`config.mk`:
```
export PLATFORM = sky130hd
export DESIGN_NAME = gcfc_box
export DESIGN_NICKNAME = d
export VERILOG_FILES = /design/src/hw/rtl/assert_macros.svh /design/src/hw/rtl/gcfc_pkg.sv /design/src/hw/rtl/gcfc_box.sv
export SDC_FILE = /design/constraint.sdc
export NUM_CORES = 1
export LEC_CHECK = 0
export ABC_AREA = 1
export BUFFER_PORTS_ARGS = -buffer_cell sky130_fd_sc_hd__buf_2
export CORE_UTILIZATION = 50
export DETAILED_ROUTE_END_ITERATION = 16
export GPL_ROUTABILITY_DRIVEN = 0
export PLACE_DENSITY = 0.67
export RECOVER_POWER = 100
export SKIP_CTS_REPAIR_TIMING = 1
export SLEW_MARGIN = 5
export SYNTH_ARGS = -nofsm -noshare
export SYNTH_HDL_FRONTEND = slang
export SYNTH_SLANG_ARGS = --single-unit
```
`constraint.sdc`:
```
create_clock -name aclk -period 6.7 [get_ports aclk]
set_input_delay 0.67 -clock aclk [delete_from_list [all_inputs] [get_ports aclk]]
set_output_delay 0.67 -clock aclk [all_outputs]
set_load 0.1 [all_outputs]
```
`src/hw/rtl/assert_macros.svh`:
```
// Assertion macros for the culling RTL.
`ifndef ASSERT_MACROS_SVH
`define ASSERT_MACROS_SVH

// same-cycle implication, sampled on aclk, off while aresetn is low
`define GCFC_ASSERT_IMP(lbl, ante, cons) \
    lbl: assert property (@(posedge aclk) disable iff (!aresetn) (ante) |-> (cons)) \
        else $error("same-cycle check failed");

// next-cycle implication, sampled on aclk, off while aresetn is low
`define GCFC_ASSERT_NXT(lbl, ante, cons) \
    lbl: assert property (@(posedge aclk) disable iff (!aresetn) (ante) |=> (cons)) \
        else $error("next-cycle check failed");

`endif

```
`src/hw/rtl/gcfc_pkg.sv`:
```
// Types and constants of the grid cell frustum culling block.
package gcfc_pkg;

    localparam int NUM_PLANES  = 6;
    localparam int NUM_CORNERS = 8;
    localparam int IDX_W       = 5;   // cell index per axis
    localparam int IDX_CMP_W   = 11;  // holds any grid size up to 1024
    localparam int EDGE_W      = 16;
    localparam int FIELD_W     = 16;  // plane and origin fields
    localparam int SPAN_W      = IDX_W + EDGE_W;   // index * edge
    localparam int COORD_W     = SPAN_W + 2;       // origin + span + edge, signed
    localparam int PROD_W      = FIELD_W + COORD_W;
    localparam int DIST_W      = PROD_W + 2;       // three products and offset
    localparam int Q_FRAC      = 14;
    localparam int CFG_IDX_W   = 3;
    localparam int CFG_DATA_W  = 64;
    localparam int ORIGIN_W    = 3 * FIELD_W;

    // plane word layout
    localparam int NX_LSB  = 0;
    localparam int NY_LSB  = 16;
    localparam int NZ_LSB  = 32;
    localparam int OFF_LSB = 48;

    typedef logic [CFG_IDX_W-1:0] cfg_idx_t;

    localparam cfg_idx_t REG_PLANE0      = 3'd0;
    localparam cfg_idx_t REG_GRID_ORIGIN = 3'd6;
    localparam cfg_idx_t REG_CELL_EDGE   = 3'd7;

    typedef logic signed [FIELD_W-1:0] field_t;
    typedef logic signed [COORD_W-1:0] coord_t;
    typedef logic signed [PROD_W-1:0]  prod_t;
    typedef logic signed [DIST_W-1:0]  dist_t;

    typedef struct packed {
        logic [IDX_W-1:0] cell_x;
        logic [IDX_W-1:0] cell_y;
        logic [IDX_W-1:0] cell_z;
    } in_item_t;

    typedef struct packed {
        logic visible;
        logic fully_inside;
    } out_item_t;

    // what travels down the chain of plane cells
    typedef struct packed {
        coord_t lo_x;
        coord_t lo_y;
        coord_t lo_z;
        coord_t hi_x;
        coord_t hi_y;
        coord_t hi_z;
        logic   culled;   // some plane has all corners outside, or index off grid
        logic   clipped;  // some corner outside some plane
    } tok_t;

endpackage

```
`src/hw/rtl/gcfc_box.sv`:
```
// Front end: cell index to box bounds, grid range check.
module gcfc_box #(
    parameter int CELLS_PER_AXIS = 32
) (
    input  logic                            aclk,
    input  logic                            aresetn,
    input  logic                            adv,
    input  logic                            cfg_wr_en,
    input  gcfc_pkg::cfg_idx_t              cfg_index,
    input  logic [gcfc_pkg::CFG_DATA_W-1:0] cfg_wdata,
    input  logic                            in_valid,
    input  gcfc_pkg::in_item_t              in_item,
    output logic                            out_valid,
    output gcfc_pkg::tok_t                  out_tok
);

    logic [gcfc_pkg::ORIGIN_W-1:0] origin_reg;
    logic [gcfc_pkg::EDGE_W-1:0]   edge_reg;

    logic                          a_valid_reg;
    logic                          a_oob_reg;
    logic [2:0][gcfc_pkg::SPAN_W-1:0] a_span_reg;

    logic                          b_valid_reg;
    gcfc_pkg::tok_t                b_tok_reg;

    logic [2:0][gcfc_pkg::IDX_W-1:0]  idx;
    logic [2:0][gcfc_pkg::SPAN_W-1:0] span_next;
    logic                          oob_next;
    gcfc_pkg::coord_t              org [3];
    gcfc_pkg::coord_t              lo  [3];
    gcfc_pkg::coord_t              hi  [3];
    gcfc_pkg::coord_t              edge_c;
    gcfc_pkg::tok_t                b_tok_next;

    always_ff @(posedge aclk) begin
        if (!aresetn) begin
            origin_reg <= '0;
            edge_reg   <= '0;
        end else if (cfg_wr_en) begin
            if (cfg_index == gcfc_pkg::REG_GRID_ORIGIN) begin
                origin_reg <= cfg_wdata[gcfc_pkg::ORIGIN_W-1:0];
            end
            if (cfg_index == gcfc_pkg::REG_CELL_EDGE) begin
                edge_reg <= cfg_wdata[gcfc_pkg::EDGE_W-1:0];
            end
        end
    end

    // stage A: index * edge, range check
    always_comb begin
        idx[0]   = in_item.cell_x;
        idx[1]   = in_item.cell_y;
        idx[2]   = in_item.cell_z;
        oob_next = 1'b0;
        for (int a = 0; a < 3; a++) begin
            span_next[a] = gcfc_pkg::SPAN_W'(idx[a]) * gcfc_pkg::SPAN_W'(edge_reg);
            if (gcfc_pkg::IDX_CMP_W'(idx[a]) >= gcfc_pkg::IDX_CMP_W'(CELLS_PER_AXIS)) begin
                oob_next = 1'b1;
            end
        end
    end

    // stage B: origin + span, and the far side
    always_comb begin
        edge_c = gcfc_pkg::coord_t'(edge_reg);
        for (int a = 0; a < 3; a++) begin
            org[a] = gcfc_pkg::coord_t'(signed'(origin_reg[a*gcfc_pkg::FIELD_W +:
                                                          gcfc_pkg::FIELD_W]));
            lo[a]  = org[a] + gcfc_pkg::coord_t'(a_span_reg[a]);
            hi[a]  = org[a] + gcfc_pkg::coord_t'(a_span_reg[a]) + edge_c;
        end
        b_tok_next.lo_x    = lo[0];
        b_tok_next.lo_y    = lo[1];
        b_tok_next.lo_z    = lo[2];
        b_tok_next.hi_x    = hi[0];
        b_tok_next.hi_y    = hi[1];
        b_tok_next.hi_z    = hi[2];
        b_tok_next.culled  = a_oob_reg;
        b_tok_next.clipped = 1'b0;
    end

    always_ff @(posedge aclk) begin
        if (!aresetn) begin
            a_valid_reg <= 1'b0;
            b_valid_reg <= 1'b0;
        end else if (adv) begin
            a_valid_reg <= in_valid;
            b_valid_reg <= a_valid_reg;
        end
    end

    always_ff @(posedge aclk) begin
        if (adv) begin
            a_span_reg <= span_next;
            a_oob_reg  <= oob_next;
            b_tok_reg  <= b_tok_next;
        end
    end

    assign out_valid = b_valid_reg;
    assign out_tok   = b_tok_reg;

endmodule

```
* Word level (Yosys, flattened, before mapping)
Index checks and enable logic that the tools add are counted.
** Operators by class
- Add/subtract/negate cells :: 6
- Multiply operators :: 3
- Eq/ne operators :: 2
- Reduce and logical (&&, ||, !) cells :: 2
** Operators by type and width (number)
- $add 16x22->23 :: 3
- $add 23x17->23 :: 3
- $mul 5x16->21 :: 3
- $eq 3x3->1 const B :: 2
- $reduce_and 2->1 :: 2
** Word-level totals
- Register bits after elaboration :: 267
- Bits of input ports :: 87
- Output and inout port bits :: 141
- Logic and storage cells :: 26

* Depth between registers and ports, before layout
Gate-level depths: netlist of run 1.
- Depth after elaboration :: 2
- Depth in mapped cells :: 21
- Mapped depth without buffers :: 21

* Least setup slack after synthesis of run 1
Ideal clock, no wire load.
- Path kind :: input to register
- Start point :: input port in_item[12] in the netlist's numbering
- End point :: register a_span_reg[18] in the netlist's numbering, data pin
- Library setup time :: 0.258 ns
- Arrival time :: 4.045 ns
- Data required time :: 6.442 ns
- Setup slack :: 2.397 ns
- Stages :: 18
- Buffers on the path :: 2
- Path through :: clkbuf_1 > clkbuf_1 > nand2_1 > fa_1 > fa_1 > fa_1 > inv_1 > ha_1 > nand2_1 > or2_2 > nand3_1 > nand2_1 > a31oi_1 > nand2_1 > inv_1 > nor2_1 > nand2_1 > nand2_1
** RTL lines
- start, declared :: RTL line gcfc_box.sv:12 : input gcfc_pkg::in_item_t in_item,
- end signal, assigned :: RTL line gcfc_box.sv:95 : a_span_reg <= span_next;
- end, declared :: RTL line gcfc_box.sv:22 : logic [2:0][gcfc_pkg::SPAN_W-1:0] a_span_reg;

==> results of run 1 <==
[worst max-delay path: stages, from the launching register on]
cell and delay, ns:
dfxtp_1 0.31, clkbuf_1 0.82, nand2_1 0.16, fa_1 0.57, fa_1 0.44, fa_1 0.51
inv_1 0.05, ha_1 0.35, a21oi_1 0.21, o21ai_0 0.14, nand2_1 0.08, nand3_1 0.08
a31oi_1 0.31, o21ai_0 0.16, xor2_1 0.19
[cell usage in the layout, fill, tap and decap left out, types with 23 or more instances in the layout]
cell type,synthesis,layout
nand2_1,776,795
inv_1,592,594
nor2_1,214,214
ha_1,201,201
edfxtp_1,201,201
clkbuf_1,80,149
a21oi_1,144,145
fa_1,132,132
o21ai_0,115,119
xor2_1,110,110
nand3_1,97,98
buf_2,0,68
dfxtp_1,66,66
xnor2_1,37,37
nand4_1,34,34
clkbuf_16,0,30
nor2_2,28,27
a31oi_1,24,24
o21bai_1,23,23
[area by class of cell]
cell class	instances	share of cell area
antenna	3	0.000290
clock buffer	36	0.0302
clock inverter	18	0.00840
inverter	603	0.0873
multi-input combinational	2063	0.522
sequential	267	0.284
tap	607	0.0293
timing repair buffer	226	0.0385
[through the flow]
step	total power [W]	hold slack [ns]	worst slack [ns]	area, um^2
after CTS	0.00532	0.292	2.11	26200
after global placement	0.00362	0.463	2.10	25200
after floorplan	0.00331	0.448	2.40	23600
final	0.00526	0.321	2.02	25900
after global routing	0.00548	0.302	1.73	25900
after detailed placement	0.00364	0.484	2.12	25200
[worst min-delay path by stage]
stage	endpoint
floorplan	out_valid
global placement	out_valid
finish	origin_reg[46]
CTS	origin_reg[45]
global route	origin_reg[45]
detailed placement	edge_reg[9]
[layer usage]
| layer | wire [um] | vias up | track usage | part of all wire |
|---|---|---|---|---|
| met5 | 37 | - | 0 | 0.00064 |
| met4 | 1770 | 6 | 0.0831 | 0.031 |
| met3 | 3110 | 121 | 0.0252 | 0.054 |
| met2 | 27400 | 609 | 0.418 | 0.47 |
| met1 | 25500 | 9245 | 0.322 | 0.44 |
| li1 | - | 9796 | - | - |
[synthesized netlist by cell type (2+ instances only)]
cell type,number,share of area
and2_1,2,0.00053
xor2_1,110,0.041
nand4_1,34,0.0090
nor2_2,28,0.0074
o21ai_1,4,0.00085
nand3_1,97,0.021
nand3_2,9,0.0038
dfxtp_1,66,0.056
edfxtp_1,201,0.26
o21bai_1,23,0.0073
o211ai_1,2,0.00064
xnor2_1,37,0.014
nor2_4,5,0.0024
a31o_2,2,0.00074
ha_1,201,0.11
nand3b_1,4,0.0013
or2_2,2,0.00053
inv_2,10,0.0016
nand2_1,776,0.12
nand2_4,6,0.0029
clkbuf_1,80,0.013
buf_4,2,0.00064
a21boi_1,2,0.00064
inv_1,592,0.094
a21oi_1,144,0.031
a31oi_1,24,0.0064
nand2_2,36,0.0096
nor4_1,5,0.0013
or2_0,2,0.00053
nor2_1,214,0.034
nor3_2,3,0.0013
o21ai_0,115,0.024
o31ai_1,5,0.0016
a21boi_0,4,0.0013
a21o_1,14,0.0045
nor3_1,11,0.0023
fa_1,132,0.11
[where the power goes]
| part | leakage [nW] | switching [W] | internal (W) |
|---|---|---|---|
| registers | 2.57 | 0.0000646 | 0.00196 |
| logic | 11.3 | 0.00125 | 0.000310 |
| clock network | 0.486 | 0.000684 | 0.000990 |
| total | 14.3 | 0.00200 | 0.00326 |
[kinds of logic (layout without fill, tap and decap cells)]
| family | after synthesis | count (layout) | synth area share |
|---|---|---|---|
| XOR/XNOR | 148 | 148 | 0.0554 |
| other | 1 | 5 | 0.000159 |
| AO/OA/AOI/OAI | 341 | 341 | 0.0796 |
| AND/OR/NAND/NOR | 1239 | 1239 | 0.224 |
| buffers and inverters | 685 | 883 | 0.109 |
| flip-flops | 267 | 267 | 0.312 |
| adder cells (fa/ha/maj) | 333 | 333 | 0.219 |
==> flow_metrics.py, run 1 <==
metrics = {
    "outcome": {
        "status": "finished, violations left",
        "failed_checks": "max-capacitance violations, max-slew violations",
    },
    "critical_path": {
        "endpoint": "a_span_reg[55]",
        "crit_start": "edge_reg[0]",
        "startpoint_type": "flip-flop",
        "path_max_fanout": 19,
        "worst-r2r-setup-slack_ns": 2.02,
        "timing.rr.end": "a_span_reg[55]",
        "reg2regPathDepth": 14,
        "r2r_start": "edge_reg[0]",
        "cp-end-kind": "flip-flop",
        "critPathRequiredTime_ns": 7.00,
        "cp.arrival_ns": 4.97,
        "crit_type": "flip-flop to flip-flop",
    },
    "final_layout": {
        "fin_util": 0.558,
        "largest_reg_flops": 138,
        "stdcell_count": 3823,
        "nFillCells": 4448,
        "drive_gt1_frac": 0.0663,
        "syn_to_final_growth_pct": 10.1,
        "multiInputGateArea_mm2": 0.0135,
        "nets": 3610,
        "regArea_mm2": 0.00736,
    },
    "power_and_ir_drop": {
        "vdd.ir_drop.worst_uv": 230,
        "p_leak_nw": 14.3,
        "p_per_area_mw_per_mm2": 203,
    },
    "route": {
        "ant_nets": 0,
        "firstDrtPassIters": 7,
        "via_per_inst": 5.17,
        "drc_errors": 0,
        "routedWlPerCell_um": 15.1,
        "drt_iter0_markers": 1378,
        "vias": 19800,
        "routed_wl_um": 57900,
    },
    "place": {
        "place_hpwl_um": 45300,
        "placed_cells": 3766,
        "port_buffers": 209,
    },
    "cts": {
        "clk_latency_ns": 0.57,
        "cts_tree": "yes",
        "clk_pin_slew_ns": 0.06,
        "htreeDepth": 1,
        "clock_path_buffers": 3,
        "cts-root-buf": "clkbuf_16",
        "cts_sinks": 267,
        "cts_buffers": 29,
    },
    "grt": {
        "antenna_found_initial": 7,
        "grt_pass1_vias": 19000,
        "grt_util_all_layers": 0.245,
        "grt_max_degree": 166,
        "grt_pass1_wl_um": 94400,
        "grt_overflow": 0,
    },
    "floorplan": {
        "dieArea_mm2": 0.0480,
        "row_count": 79,
        "die_x_um": 219,
        "start_util": 0.507,
        "fp.dieH_um": 219,
        "core_mm2": 0.0465,
        "io_pins": 228,
    },
    "min_path": {
        "min_from": "cfg_wdata[46]",
        "holdPathStages": 3,
        "hp-class": "primary input to flip-flop",
    },
    "job": {
        "cap_violations": 3,
    },
    "synthesis": {
        "async_reset_ff_frac": 0,
        "netlist_instances": 3014,
        "ys.flop_type": "edfxtp_1",
        "synth_edf_count": 201,
        "ys_ff_latch": 267,
        "syn_area_mm2": 0.0236,
        "ys_types": 47,
        "synth_area_per_cell_um2": 7.81,
        "yosys_warnings": 0,
        "seq_area_frac_synth": 0.312,
    },
    "sta": {
        "finalCritPeriodShare": 0.698,
        "slew_headroom": -0.580,
        "fin_crit_ns": 4.68,
        "finalSetupViolations": 0,
        "final_hold_viol_count": 0,
        "final.setup_skew_ns": 0.0192,
        "rsz0062_at_grt": "no",
        "tns_ns": 0,
        "drv_slew": 116,
        "worstMarginPinSlew_ns": 2.37,
        "fmax_mhz": 214,
    },
}
(Power assumes the default switching activity.)
==> run 2: changes to the inputs <==
- ABC_AREA: 1 -> 0
- PLACE_DENSITY: 0.67 -> 0.7
- clock period: 6.7 -> 4.1 ns (I/O delays scaled with it)
==> flow_metrics.py, run 2 <==
metrics = {
    "outcome": {
        "status": "finished, violations left",
        "failed_checks": "max-capacitance violations, max-slew violations, negative setup slack",
    },
    "sta": {
        "fin_ws_ns": -0.0488,
        "worstMarginPinSlew_ns": 2.39,
        "fmax_mhz": 241,
        "final.setup_skew_ns": 0.0208,
        "rsz0062_at_grt": "yes",
        "tns_ns": -0.108,
        "finalSetupViolations": 4,
        "final_hold_viol_count": 0,
        "slew_headroom": -0.591,
        "drv_slew": 168,
        "finalCritPeriodShare": 1.01,
        "fin_crit_ns": 4.15,
    },
    "grt": {
        "grt_util_all_layers": 0.239,
        "grt_max_degree": 92,
        "grt_pass1_wl_um": 83400,
        "grt_pass1_vias": 16400,
        "grt_overflow": 0,
        "antenna_found_initial": 1,
    },
    "critical_path": {
        "cp.arrival_ns": 4.50,
        "path_max_fanout": 7,
        "startpoint_type": "flip-flop",
        "crit_type": "flip-flop to flip-flop",
        "critPathRequiredTime_ns": 4.45,
        "reg2regPathDepth": 16,
        "worst-r2r-setup-slack_ns": -0.05,
        "r2r_start": "edge_reg[1]",
        "crit_start": "edge_reg[1]",
        "cp-end-kind": "flip-flop",
        "endpoint": "a_span_reg[40]",
        "timing.rr.end": "a_span_reg[40]",
    },
    "cts": {
        "cts_sinks": 267,
        "clk_latency_ns": 0.59,
        "cts-root-buf": "clkbuf_16",
        "cts_tree": "yes",
        "clk_pin_slew_ns": 0.06,
        "cts_buffers": 30,
        "clock_path_buffers": 3,
        "htreeDepth": 1,
    },
    "synthesis": {
        "synthSimpleGateAreaFrac": 0.148,
        "ys.flop_type": "edfxtp_1",
        "seq_area_frac_synth": 0.349,
        "synthMuxAreaShare": 0.000950,
        "synth_top_family_by_area": "adder cells",
        "ys_ff_latch": 267,
        "yosysMostFrequentCell": "nand2_1",
        "netlist_instances": 2092,
        "synth_top_cells_by_count": "nand2_1 (235), inv_1 (217), edfxtp_1 (201), ha_1 (201), and2_1 (184)",
        "synth_edf_count": 201,
        "ys_top_cells_by_area": "edfxtp_1 (29%), fa_1 (13%), ha_1 (12%)",
        "syn_area_mm2": 0.0211,
        "yosys_warnings": 0,
        "synth_top_area_cell": "edfxtp_1",
        "synth_top_area_share": 0.286,
        "synth_compound_area_frac": 0.141,
        "synth-xor-area-share": 0.0668,
        "async_reset_ff_frac": 0,
        "ys_types": 78,
        "synth_area_per_cell_um2": 10.1,
        "synthAdderAreaFrac": 0.245,
    },
    "final_layout": {
        "mostFrequentLayoutCells": "nand2_1 (228), inv_1 (208), buf_2 (207)",
        "syn_to_final_growth_pct": 22.3,
        "largest_reg_flops": 138,
        "num_antenna_cells": 0,
        "final_common_cell": "nand2_1",
        "nets": 2895,
        "fin_area_mm2": 0.0258,
        "drive_gt1_frac": 0.237,
    },
    "power_and_ir_drop": {
        "p_leak_nw": 12.3,
        "p_per_area_mw_per_mm2": 300,
        "vdd.ir_drop.worst_uv": 394,
    },
    "floorplan": {
        "die_x_um": 207,
        "io_pins": 228,
        "core_mm2": 0.0412,
        "start_util": 0.511,
        "dieArea_mm2": 0.0430,
        "row_count": 74,
        "fp.dieH_um": 207,
    },
    "route": {
        "via_per_inst": 5.39,
        "drt_iter0_markers": 836,
        "vias": 16300,
        "ant_nets": 0,
        "routedWlPerCell_um": 17.3,
        "firstDrtPassIters": 5,
        "routed_wl_um": 52400,
        "drc_errors": 0,
    },
    "place": {
        "placed_area_mm2": 0.0240,
        "place_hpwl_um": 39300,
        "port_buffers": 209,
    },
    "job": {
        "cap_violations": 2,
    },
    "min_path": {
        "hp-class": "primary input to flip-flop",
    },
}
==> run 2: kinds of logic after synthesis <==
group                      count (synthesis)
and+or+nand+nor                          625
AOI/OAI and AO/OA                        433
adders and majority gates                333
buffers and inverters                    272
DFF                                      267
xor gates and xnor gates                 159
muxes                                      2
other                                      1
==> run 2: layout make-up <==
class                           count  area (um^2)
Sequential cell                   267         7380
Clock buffer                       37          787
Fill cell                        3308        15400
Tap cell                          532          666
Clock inverter                     19          205
Multi-Input combinational cell   1554        13300
Inverter                          218          818
Timing Repair Buffer              404         2570
==> run 2: power breakdown <==
part / internal [W] / switching [W] / leakage [nW]
clock network: 0.00156 / 0.00114 / 0.478
logic: 0.000457 / 0.00140 / 9.27
registers: 0.00311 / 0.0000610 / 2.58
==> run 2: worst min path at each step <==
stage / start / to / slack, ns / cells past startpoint
4_1_cts: cfg_wdata[28] / origin_reg[28] / 0.04 / 3
5_1_grt: cfg_wdata[28] / origin_reg[28] / 0.07 / 3
2_1_floorplan: origin_reg[39] / origin_reg[39] / 0.45 / 2
6_report: cfg_wdata[30] / origin_reg[30] / 0.07 / 3
3_3_place_gp: origin_reg[20] / origin_reg[20] / 0.46 / 2
3_5_place_dp: origin_reg[10] / origin_reg[10] / 0.46 / 2
==> run 2: metal layers <==
| metal | GRT usage | routed length (um) | part of all wire |
|---|---|---|---|
| met3 | 0.0277 | 2400 | 0.046 |
| met2 | 0.401 | 24600 | 0.47 |
| met1 | 0.321 | 23500 | 0.45 |
| met4 | 0.0841 | 1920 | 0.037 |
| met5 | 0 | 0 | 0 |
==> run 2: metrics by stage <==
step	utilization	worst slack (ns)	std cells	hold slack, ns	power [W]
finish	0.625	-0.0488	3031	0.0684	0.00772
global route	0.625	-0.195	3031	0.0668	0.00799
CTS	0.608	-0.368	3002	0.0431	0.00773
detailed placement	0.583	-0.405	2946	0.462	0.00501
global placement	0.583	-0.325	2946	0.456	0.00499
floorplan	-	-0.134	2093	0.448	0.00457
==> run 2: critical path: stages (launching register included) <==
cell and delay, ns:
dfxtp_4 0.38, buf_6 0.15, and2_4 0.14, fa_1 0.49
fa_1 0.51, inv_1 0.05, fa_1 0.48, inv_2 0.05
ha_4 0.21, inv_2 0.07, o21bai_4 0.07, a2111oi_4 0.39
o31ai_2 0.11, a31o_2 0.26, a211o_1 0.32, a21oi_2 0.14
xnor2_1 0.08
